[src/hdl/mmu_pkg.sv]
// Shared types and constants for the 4x4 fixed-point matrix multiply unit.
// Used by every module of the unit; depends on nothing.
`default_nettype none

package mmu_pkg;

    localparam int DATA_WIDTH = 32;
    localparam int FRAC_BITS  = 16;
    localparam int VALUE_W    = 32;
    localparam int DIM        = 4;
    localparam int DIM_W      = 2;
    localparam int NUM_ELEMS  = DIM * DIM;
    localparam int POS_W      = 2 * DIM_W;
    localparam int PROD_W     = 2 * DATA_WIDTH;
    localparam int SUM_W      = PROD_W + DIM_W;
    localparam int QUEUE_DEPTH = 2;
    localparam int QPTR_W     = 1;
    localparam int QCNT_W     = 2;

    localparam logic [POS_W-1:0] LAST_POS = POS_W'(NUM_ELEMS - 1);

    typedef struct packed {
        logic signed [31:0] a_element;
        logic signed [31:0] b_element;
    } mmu_request_t;

    typedef struct packed {
        logic signed [31:0] product_value;
        logic [3:0]         product_index;
        logic               last_result;
    } mmu_result_t;

    typedef struct packed {
        logic [DATA_WIDTH-1:0] a;
        logic [DATA_WIDTH-1:0] b;
        logic [POS_W-1:0]      pos;
        logic                  last;
    } mmu_load_t;

endpackage

`default_nettype wire

[src/hdl/mmu_queue.sv]
// Two-entry queue that decouples the front end from the compute back end.
// Uses mmu_pkg for the entry type.
`default_nettype none

module mmu_queue
    import mmu_pkg::*;
(
    input  logic      clk,
    input  logic      rst_n,
    input  logic      push_valid,
    input  mmu_load_t push_entry,
    output logic      full,
    input  logic      pop,
    output logic      valid,
    output mmu_load_t entry
);

    mmu_load_t         slot_reg [QUEUE_DEPTH];
    logic [QPTR_W-1:0] wr_ptr_reg;
    logic [QPTR_W-1:0] rd_ptr_reg;
    logic [QCNT_W-1:0] count_reg;
    logic [QCNT_W-1:0] count_next;
    logic              push;

    assign full  = (count_reg == QCNT_W'(QUEUE_DEPTH));
    assign valid = (count_reg != '0);
    assign push  = push_valid && !full;
    assign entry = slot_reg[rd_ptr_reg];

    always_comb
    begin
        count_next = count_reg + QCNT_W'(push) - QCNT_W'(pop);
    end

    always_ff @(posedge clk)
    begin
        if (push)
        begin
            slot_reg[wr_ptr_reg] <= push_entry;
        end
    end

    always_ff @(posedge clk or negedge rst_n)
    begin
        if (!rst_n)
        begin
            wr_ptr_reg <= '0;
            rd_ptr_reg <= '0;
            count_reg  <= '0;
        end
        else
        begin
            if (push)
            begin
                wr_ptr_reg <= wr_ptr_reg + 1'b1;
            end
            if (pop)
            begin
                rd_ptr_reg <= rd_ptr_reg + 1'b1;
            end
            count_reg <= count_next;
        end
    end

endmodule

`default_nettype wire

[config.mk]
export PLATFORM = sky130hd
export DESIGN_NAME = mmu_queue
export DESIGN_NICKNAME = d
export VERILOG_FILES = /design/src/hdl/mmu_pkg.sv /design/src/hdl/mmu_queue.sv
export SDC_FILE = /design/constraint.sdc
export NUM_CORES = 1
export LEC_CHECK = 0
export BUFFER_PORTS_ARGS = -buffer_cell sky130_fd_sc_hd__buf_4
export CAP_MARGIN = 20
export CORE_MARGIN = 5
export CORE_UTILIZATION = 45
export CTS_CLUSTER_SIZE = 20
export DETAILED_ROUTE_END_ITERATION = 12
export PLACE_DENSITY = 0.7
export SETUP_SLACK_MARGIN = 0.3
export SYNTH_ARGS = -nofsm -noshare
export SYNTH_HDL_FRONTEND = slang
export SYNTH_SLANG_ARGS = --single-unit
[constraint.sdc]
create_clock -name clk -period 4.95 [get_ports clk]
set_clock_uncertainty 0.2 [all_clocks]
set_input_delay 0.495 -clock clk [delete_from_list [all_inputs] [get_ports clk]]
set_output_delay 0.495 -clock clk [all_outputs]
set_load 0.02 [all_outputs]
After elaboration in Yosys (flattened, before gate mapping)
Memories as Yosys holds them, arrays and structs flattened.
Cells that the tools add are included.
- memories kept: 1
- latch bits: 0
- memory bits (writable): 138
- ROM bits: 0
- register bits after elaboration: 4
- logic and storage cells: 14
- multiplexer cells: 2
- reductions and logical operators: 3
- equality and inequality tests: 1
- divide/modulo/power cells: 0
- order comparisons: 0
- add/subtract/negate cells: 4
- multipliers: 0
- shift-type cells: 0
- bitwise logic cells: 0
- memory list (memory ; depth ; width ; rd ports ; clocked after memory_dff ; write ports ; line ; RTL):
    slot_reg ; 2 ; 69 ; 1 ; 0 ; 1 ; mmu_queue.sv:18 ; mmu_load_t slot_reg [QUEUE_DEPTH];
- operators by type and width (kind ; number):
    $add 1x1->1 const B ; 2
    $add 2x1->2 ; 1
    $eq 2x2->1 const B ; 1
    $mux 1 ; 2
    $reduce_bool 2->1 ; 1
    $sub 2x1->2 ; 1
    $logic_and 1x1->1 ; 1
    $logic_not 1->1 ; 1

Logic depth before layout (Yosys ltp)
- depth after elaboration: 5
- depth in mapped cells: 7

Worst setup path before layout
No wires, ideal clock.
- path type: register -> register
- from: register count_reg[1]
- to: memory slot_reg[0][0] (netlist bit), enable pin
- library setup time: 0.496 ns
- setup slack: 0.783 ns
- data arrival time: 3.471 ns
- stages on the path, launching flop included: 4
- cells stage by stage: dfrtp_1 nand2b_1 nand2_1 nor2_1
- longest elaborated chain between the ends: 5
- ends and longest elaborated chain (item ; line ; RTL):
    start, declared ; mmu_queue.sv:21 ; logic [QCNT_W-1:0] count_reg;
    start signal, assigned ; mmu_queue.sv:61 ; count_reg <= count_next;
    $eq 2x2->1 ; mmu_queue.sv:25 ; assign full = (count_reg == QCNT_W'(QUEUE_DEPTH));
    $logic_not 1->1 ; mmu_queue.sv:27 ; assign push = push_valid && !full;
    $logic_and 1x1->1 ; mmu_queue.sv:27 ;
    $mux 1 ; mmu_queue.sv:37 ; if (push)
    $mux 1 (not written as such) ; mmu_queue.sv:39 ; slot_reg[wr_ptr_reg] <= push_entry;
    end, declared ; mmu_queue.sv:18 ;
Every way passes these cells.

==> impl_metrics.ini <==
[run_status]
outcome = complete, no violations

[yosys]
synth_area_sq_um = 5530
synth_cells = 232
synth_fp_nets = 307
synth_cell_types = 14
yosysMostFrequentCell = edfxtp_1
synth_top_area_cell = edfxtp_1
synth_area_leaders = edfxtp_1, mux2_4, buf_12, dfrtp_1, xnor2_1
yosysWarningCount = 0
synthFlopType = edfxtp_1
synthXorXnorAreaFrac = 0.00634
ys_ff_latch = 142
syn_area_per_cell_sq_um = 23.8
synth-compound-area-share = 0
yosys.area_share.simple = 0.00476
synth_fa_ha_area_frac = 0.00453
synth_top_family_by_area = multiplexers
muxShareOfSynthArea = 0.188
async_reset_ff_frac = 0.0282
synth_edf_count = 138
synth_common_cells = edfxtp_1, mux2_4, buf_12, dfrtp_1, xnor2_1
synth-seq-area-share = 0.768
synth_top_cell_area_share = 0.750

[critical_path]
crit_top_cell = buf_4
ff2ff_path_depth = 4
crit_type = flop to output pin
path_cells = buf_16 > buf_4 > mux2_4 > buf_4
crit_fanout = 43
critical_path.top_delay_family = buffers and inverters
crit_cells = 4
startpoint_type = flop
cpPeakStageDelay_ns = 0.65
cp-end-kind = output pin
cpMaxStageDelayCell = dfrtp_4
worstPathRequired_ns = 4.26
arrival_ns = 2.23
worst-path-buf-inv = 3

[placed_design]
post-place-cells = 517
placement.io_buffers = 143
hpwl_microns = 6180
gp_congestion = 0.723
placed_area_sq_um = 6670

[power]
power_density_nw_per_um2 = 622
power.internal_uw = 3130
pwr-share-seq = 0.394
swShare = 0.300
switchingPower_uw = 1340
max-vdd-ir-drop_mv = 0.719
pwr-share-clk = 0.238
comb_power_share = 0.368
p_leak_uw = 0.00291

[clocking]
clockBufferDepth = 2
postCtsResizedCells = 0
cts-root-buf = clkbuf_16
numCtsBuffers = 17
clock_sinks = 142
cts.reportedPaths.clkPinSlew_ns = 0.05
ctsHoldBuffers = 1
cts_setup_buffers = 0
htree_levels = 4
clk_latency_ns = 0.41
cts_tree = built

[routing]
firstDrtPassIters = 4
via_count = 2607
viasPerCell = 4.73
wirelength_microns = 9330
drc = 0
first_iter_violations = 94
final_antenna_net_count = 0
routedWlPerCell_microns = 16.9

[floorplan]
die_y_microns = 121
coreArea_sq_um = 12000
die_w_microns = 121
placementRows = 40
die_area_sq_um = 14600
start_util = 0.460
io_pins = 144

[final_layout]
area_delta_synth_final_pct = 30.4
drive_gt1_frac = 0.597
largest_reg_flops = 138
final_cells = 551
final_design_area_no_fill_sq_um = 7200
antennaDiodeCount = 0
nets = 466

[global_routing]
grt-ovfl-total = 0
grt_max_degree = 70
grt_pass1_vias = 2887
grt.total_usage = 0.136
antenna_found_initial = 0
grt_pass1_wl_microns = 14600

[timing]
grt_setup_unrepaired = no
tns_ns = 0
slew_headroom = 0.351
slew_violations = 0
fmax_mhz = 342
finalHoldViolations = 0
finalSetupViolCount = 0
fin_crit_sh = 0.591
min_period_ns = 2.93
worst_pin_slew_ns = 0.973

[hold_path]
hold_depth = 1
holdCritPathClass = input port to flop

[run]
drv_cap = 0
-- logic make-up after synthesis --
kind of cell | after synthesis
adders and majority gates | 2
and+or+nand+nor | 5
DFF | 142
muxes | 69
xor gates and xnor gates | 4
buffers and inverters | 10
-- power groups by stage --
stage	logic [uW]	clock network [uW]	registers (uW)
2_1_floorplan	1240	0	1740
3_3_place_gp	1570	0	1870
3_5_place_dp	1580	0	1880
4_1_cts	1580	1100	1860
5_1_grt	1750	1150	1790
6_report	1650	1070	1760
-- worst reg2reg max path, stage by stage (launching register included) --
cell	delay (ns)
dfrtp_1	0.40
nand2b_1	0.14
nand2_1	0.15
nor2_4	0.74
buf_4	0.53
-- placed cells by master, fill, tap and decap left out, types with 2 or more instances in the layout --
cell       count
clkbuf_16     17
dfrtp_1        3
clkbuf_1      11
clkinv_2       3
ha_1           2
mux2_4        69
edfxtp_1     138
xnor2_1        3
buf_4        146
inv_1          2
-- through the flow --
step | hold slack [ns] | setup slack (ns) | utilization | total power (uW)
finish | 0.0654 | 2.02 | 0.600 | 4480
global route | 0.0442 | 1.93 | 0.600 | 4690
CTS | 0.0417 | 1.70 | 0.597 | 4540
detailed placement | 0.0951 | 2.16 | 0.555 | 3460
global placement | 0.0939 | 2.19 | 0.555 | 3440
floorplan | -0.000591 | 0.783 | - | 2980
-- layout make-up --
class	count	area, sq um
Clock buffer	29	480
Clock inverter	3	15.0
Fill cell	870	4810
Inverter	2	7.51
Multi-Input combinational cell	80	1130
Sequential cell	142	4250
Tap cell	147	184
Timing Repair Buffer	148	1130
-- per-layer routing --
layer  GRT usage  share of wire  up-vias
li1            -              -     1230
met1       0.148           0.39     1264
met2       0.225           0.51      100
met3      0.0571          0.080       13
met4      0.0701          0.020        0
met5           0              0        -
-- worst paths after layout --
path,start,to,slack [ns]
worst max-delay path,rd_ptr_reg$_DFFE_PN0P_,entry[26],2.02
worst min-delay path,push_entry[58],slot_reg[1][58]$_DFFE_PP_,0.07
worst max register to register,count_reg[1]$_DFF_PN0_,slot_reg[0][46]$_DFFE_PP_,2.42
worst min register to register,count_reg[1]$_DFF_PN0_,count_reg[1]$_DFF_PN0_,0.32
max in group asynchronous,rst_n,rd_ptr_reg$_DFFE_PN0P_,4.21
min in group asynchronous,rst_n,count_reg[1]$_DFF_PN0_,0.22
(Power assumes the default switching activity.)
