## config.mk

```make
export PLATFORM = sky130hd
export DESIGN_NAME = mmu_front
export DESIGN_NICKNAME = d
export VERILOG_FILES = /design/src/hdl/mmu_pkg.sv /design/src/hdl/mmu_front.sv
export SDC_FILE = /design/constraint.sdc
export NUM_CORES = 1
export LEC_CHECK = 0
export BUFFER_PORTS_ARGS = -buffer_cell sky130_fd_sc_hd__buf_2
export CORE_AREA = 2 2 54 56
export CTS_CLUSTER_DIAMETER = 60
export DETAILED_ROUTE_END_ITERATION = 16
export DIE_AREA = 0 0 56 58
export GPL_ROUTABILITY_DRIVEN = 0
export GPL_TIMING_DRIVEN = 0
export PLACE_DENSITY = 0.9
export SLEW_MARGIN = 5
export SYNTH_ARGS = -nofsm -noshare
export SYNTH_HDL_FRONTEND = slang
export SYNTH_SLANG_ARGS = --single-unit
```

## constraint.sdc

```tcl
create_clock -name clk -period 3.7 [get_ports clk]
set_clock_uncertainty 0.2 [all_clocks]
set_input_delay 0.37 -clock clk [delete_from_list [all_inputs] [get_ports clk]]
set_output_delay 0.37 -clock clk [all_outputs]
set_load 0.005 [all_outputs]
```

## src/hdl/mmu_pkg.sv

```systemverilog
// Shared types and constants for the 4x4 fixed-point matrix multiply unit.
// Used by every module of the unit; depends on nothing.
`default_nettype none

package mmu_pkg;

    localparam int DATA_WIDTH = 32;
    localparam int FRAC_BITS  = 16;
    localparam int VALUE_W    = 32;
    localparam int DIM        = 4;
    localparam int DIM_W      = 2;
    localparam int NUM_ELEMS  = DIM * DIM;
    localparam int POS_W      = 2 * DIM_W;
    localparam int PROD_W     = 2 * DATA_WIDTH;
    localparam int SUM_W      = PROD_W + DIM_W;
    localparam int QUEUE_DEPTH = 2;
    localparam int QPTR_W     = 1;
    localparam int QCNT_W     = 2;

    localparam logic [POS_W-1:0] LAST_POS = POS_W'(NUM_ELEMS - 1);

    typedef struct packed {
        logic signed [31:0] a_element;
        logic signed [31:0] b_element;
    } mmu_request_t;

    typedef struct packed {
        logic signed [31:0] product_value;
        logic [3:0]         product_index;
        logic               last_result;
    } mmu_result_t;

    typedef struct packed {
        logic [DATA_WIDTH-1:0] a;
        logic [DATA_WIDTH-1:0] b;
        logic [POS_W-1:0]      pos;
        logic                  last;
    } mmu_load_t;

endpackage

`default_nettype wire

```

## src/hdl/mmu_front.sv

```systemverilog
// Front end: accepts requests, tags each with its row-major position and
// the end-of-matrix mark, and pushes it into the load queue. Uses mmu_pkg.
`default_nettype none

module mmu_front
    import mmu_pkg::*;
(
    input  logic         clk,
    input  logic         rst_n,
    input  logic         req_valid,
    input  mmu_request_t req,
    output logic         req_stall,
    input  logic         q_full,
    output logic         push_valid,
    output mmu_load_t    push_entry
);

    logic [POS_W-1:0] load_count_reg;
    logic [POS_W-1:0] load_count_next;
    logic             accept;

    assign req_stall  = q_full;
    assign push_valid = req_valid;
    assign accept     = req_valid && !q_full;

    always_comb
    begin
        push_entry.a    = req.a_element[DATA_WIDTH-1:0];
        push_entry.b    = req.b_element[DATA_WIDTH-1:0];
        push_entry.pos  = load_count_reg;
        push_entry.last = (load_count_reg == LAST_POS);
        load_count_next = load_count_reg;
        if (accept)
        begin
            load_count_next = load_count_reg + 1'b1;
        end
    end

    always_ff @(posedge clk or negedge rst_n)
    begin
        if (!rst_n)
        begin
            load_count_reg <= '0;
        end
        else
        begin
            load_count_reg <= load_count_next;
        end
    end

endmodule

`default_nettype wire

```

Yosys cells after proc, flatten, opt, wreduce, memory -nomap -nowiden:

Cells that the tools add are included.

* bits in registers: 4
* latch bits: 0
* memory bits (writable): 0
* bits in read-only memories: 0
* bits of input ports: 68
* output and inout port bits: 71
* word-level logic and storage cells: 5
* memories kept: 0

* add/subtract/negate cells: 1
* $mul: 0
* div/mod/pow operators: 0
* $lt $le $gt $ge: 0
* equal/unequal tests: 1
* shift operators: 0
* muxes and demuxes: 0
* bitwise gates (word level): 0
* reduce and logical (&&, ||, !) cells: 2

Operators with widths (number)
* adder 4 x 1 -> 4 bit, second input constant: 1
* == test 4 bit, second input constant: 1
* logical AND 1 bit: 1
* logical NOT 1 bit: 1

Depth between registers and ports, before layout:

* depth in word-level cells: 2
* gate-level depth with buffers: 3
* depth with buffers taken out: 3

Least setup slack after synthesis:

No wires, ideal clock.

* kind: register to output
* start point: register load_count_reg[0]
* end point: output port push_entry[0] (netlist bit)
* arrival: 0.780 ns
* data required time: 3.130 ns
* path slack: 2.350 ns
* cell stages (with the launch flop): 3
* path buffers: 0
* cells stage by stage: dfrtp_1 -> ha_1 -> and3_1

RTL lines
* start, declared: line mmu_front.sv:18 `logic [POS_W-1:0] load_count_reg;`
* start signal, assigned: line mmu_front.sv:47 `load_count_reg <= load_count_next;`
* end, declared: line mmu_front.sv:15 `output mmu_load_t push_entry`

==> results summary <==
The flow ran to the end, and the final reports show no timing, DRC or antenna violations. The shortest period the worst path allows is 1.72 ns. The total power density per cell area came out at 271 nW/um2. The worst flop-to-flop path endpoint is load_count_reg[1].

The standard-cell row count came out at 19. After detailed routing, the average wire length per cell comes to 9.48 um. The number of I/O port buffers came out at 74. The peak ir drop on the vdd network came out at 215 uV.

The capturing element type of the critical path is an output port. The final net count is 228. Max-cap violations in this run came to 0. The height of the chip is 58 um. The floorplan die area came out at 3250 um2.

Yosys printed 0 warnings. The register share of total power is 29.9%. Counting every instance in the synthesized netlist gives 79.

The flip-flop count of the largest register, all copies and words added is 4. The critical path ends at push_entry[0]. sky130_fd_sc_hd__buf_4 takes more of the synthesized area than any other cell. The clock network latency to the later pin of the worst-skew pair is 0.23 ns. The path class of the tightest hold or removal check is in -> async. The clock input transition at the sequential cells of the worst setup and hold paths came out at 0.04 ns.

Before antenna repair, the detailed router went through 4 iterations. The fraction of post-synthesis cell area in the top cell type by area is 73.3%. The residual antenna-violating net count after detailed routing is 0. The via count of the first global-routing pass is 557.

Sequential elements use 14.8% of the synthesized area. The number of antenna violations at the first check in global routing came out at 0. In this run the cell area of the synthesized design comes to 676 um2.

The H-tree level count is 1. The count of unresolved DRC violations after routing is 0. The critical path required time is 3.13 ns. In this run the static leakage power is 0.711 nW.

The die outline width came out at 56 um. By startpoint and endpoint, the worst setup path is classified as reg -> out. The switching part of the total came out at 30.5%.

The power dissipated by switching net loads came out at 0.0000924 W. The post-synthesis register bit count came out at 4. The arrival time of the worst setup path came out at 1.15 ns. The post-detailed-routing wire length came out at 1780 um. The slack of the worst reg-to-reg path is 2.42 ns.

The total global routing track utilization is 8.81%. Post-CTS repair changed the size of 0 cells. The cell-internal power is 0.000211 W. At the pin with the least slew margin, the transition time is 0.151 ns. The maximum clock path buffer count is 2. The biggest fanout along the worst timing path came out at 4. The total number of clock tree sinks is 4. The final clock period utilization by the worst path is 46.4%. Synthesis produced a netlist with a net count of 148. The clock network fraction of total power came out at 17.8%. The number of antenna repair diodes is 0. Ranked by total cell area, the synthesized netlist is headed by sky130_fd_sc_hd__buf_4 (73%), sky130_fd_sc_hd__dfrtp_1 (15%), sky130_fd_sc_hd__xnor2_1 (2.6%). Measured against its own limit, the worst slew margin works out to 89.9%. After the first detailed-routing iteration, the DRC count stood at 5. The number of ports placed on the die boundary is 139. The residual overflow from global routing came out at 0.

The via density per instance is 3.62. The mean area per synthesized cell came out at 8.55 um2. The global-route wire length before repair is 2370 um.

The area growth from synthesis to layout is 65.4%. The total count of max-transition violations in the final report is 0. TritonCTS built the clock tree. In this run the worst setup path begins at load_count_reg[0].

The cell sitting at the root of the clock tree is a sky130_fd_sc_hd__clkbuf_4. Synthesis instantiated 10 different standard cells from the library. Setup repair after global routing left no endpoint under its margin.

The timing-limited maximum frequency is 0.582 GHz. The kind of launch point of the worst setup path is a flop. The hold violation total from the final report is 0. For this run, the share of the core covered by cells in the final layout is 42.0%. The number of cells on the worst reg-to-reg path is 2. The share of total power dissipated in combinational logic is 52.3%.

The pin count of the biggest net entering global routing is 5. The via count of the routed design came out at 681. The post-route setup TNS came out at 0 ns. The startpoint of the worst-slack reg-to-reg timing path is load_count_reg[0]. The setup-violating endpoint count in the final report is 0. Of the cells placed in the final design, the portion with a size suffix greater than 1 is 92.4%. For this configuration, the core starts out at a cell density of 25.4%. The number of buffers created by CTS came out at 3. The total area inside the core boundary comes to 2660 um2.
routing by layer:
layer	vias up	global-route usage [%]	share of wire (%)
met5	-	0	0
met4	0	4.08	0
met1	280	8.46	28
met3	0	2.68	16
li1	332	-	-
met2	69	17.1	55
cell families (layout without fill, tap and decap cells):
family        Yosys count  count (layout)  synth area share (%)
buf+inv                66             144                  73.3
flops                   4               4                  14.8
simple gates            4               4                  4.44
xor+xnor                3               3                  3.89
fa+ha+maj               1               1                  1.85
mux                     1               1                  1.67
what timing repair did:
action                                 4_1_cts  5_1_grt
setup buffers                                0        0
hold buffers                                 1        0
endpoints found under the hold margin        4        0
critical path, stage by stage (launching register included):
cell                      delay [ns]
sky130_fd_sc_hd__dfrtp_1        0.41
sky130_fd_sc_hd__ha_1           0.23
sky130_fd_sc_hd__and3_1         0.16
sky130_fd_sc_hd__buf_2          0.12
stage by stage:
stage / std cells / total power [W] / hold WS, ns / worst slack (ns) / instance area [um2]
floorplan: 79 / 0.000180 / -0.126 / 2.35 / 676
global placement: 184 / 0.000247 / -0.0203 / 2.23 / 1080
detailed placement: 184 / 0.000252 / -0.0181 / 2.22 / 1080
CTS: 188 / 0.000311 / 0.259 / 1.96 / 1120
global route: 188 / 0.000329 / 0.280 / 1.91 / 1120
finish: 188 / 0.000303 / 0.271 / 1.98 / 1120
power by group through the flow:
stage               registers (W)  logic (W)  clock network (W)
floorplan               0.0000903  0.0000900                  0
global placement        0.0000900   0.000157                  0
detailed placement      0.0000916   0.000160                  0
CTS                     0.0000913   0.000162          0.0000582
global route            0.0000945   0.000175          0.0000601
finish                  0.0000905   0.000159          0.0000539
placed cells by master (no fill, tap or decap):
master / n
sky130_fd_sc_hd__ha_1: 1
sky130_fd_sc_hd__xnor2_1: 2
sky130_fd_sc_hd__nand4_1: 1
sky130_fd_sc_hd__and3_1: 1
sky130_fd_sc_hd__mux2_2: 1
sky130_fd_sc_hd__clkbuf_4: 3
sky130_fd_sc_hd__buf_2: 74
sky130_fd_sc_hd__nand2_1: 1
sky130_fd_sc_hd__buf_4: 66
sky130_fd_sc_hd__dfrtp_1: 4
sky130_fd_sc_hd__nor2b_4: 1
sky130_fd_sc_hd__xor2_1: 1
sky130_fd_sc_hd__dlygate4sd3_1: 1
how the worst min path moves through the flow:
| stage | startpoint | to | slack [ns] | depth (start not counted) |
|---|---|---|---|---|
| 3_5_place_dp | rst_n | load_count_reg[1] | -0.02 | 1 |
| 3_3_place_gp | rst_n | load_count_reg[1] | -0.02 | 1 |
| 6_report | rst_n | load_count_reg[1] | 0.27 | 2 |
| 5_1_grt | rst_n | load_count_reg[1] | 0.28 | 2 |
| 4_1_cts | rst_n | load_count_reg[1] | 0.26 | 2 |
| 2_1_floorplan | rst_n | load_count_reg[0] | -0.13 | 0 |
final cells by class:
type                       instances  area (um2)
multi-input combinational          9        80.1
fill                             291        1550
buffer                            66         495
sequential                         4         100
clock buffer                       3        22.5
tap                               31        38.8
timing repair buffer              75         380
synth_stat cells:
cell type / number
sky130_fd_sc_hd__nor2b_4: 1
sky130_fd_sc_hd__dfrtp_1: 4
sky130_fd_sc_hd__nand2_1: 1
sky130_fd_sc_hd__buf_4: 66
sky130_fd_sc_hd__ha_1: 1
sky130_fd_sc_hd__xor2_1: 1
sky130_fd_sc_hd__nand4_1: 1
sky130_fd_sc_hd__xnor2_1: 2
sky130_fd_sc_hd__mux2_2: 1
sky130_fd_sc_hd__and3_1: 1
No activity file was read; power rests on OpenSTA's default activity.
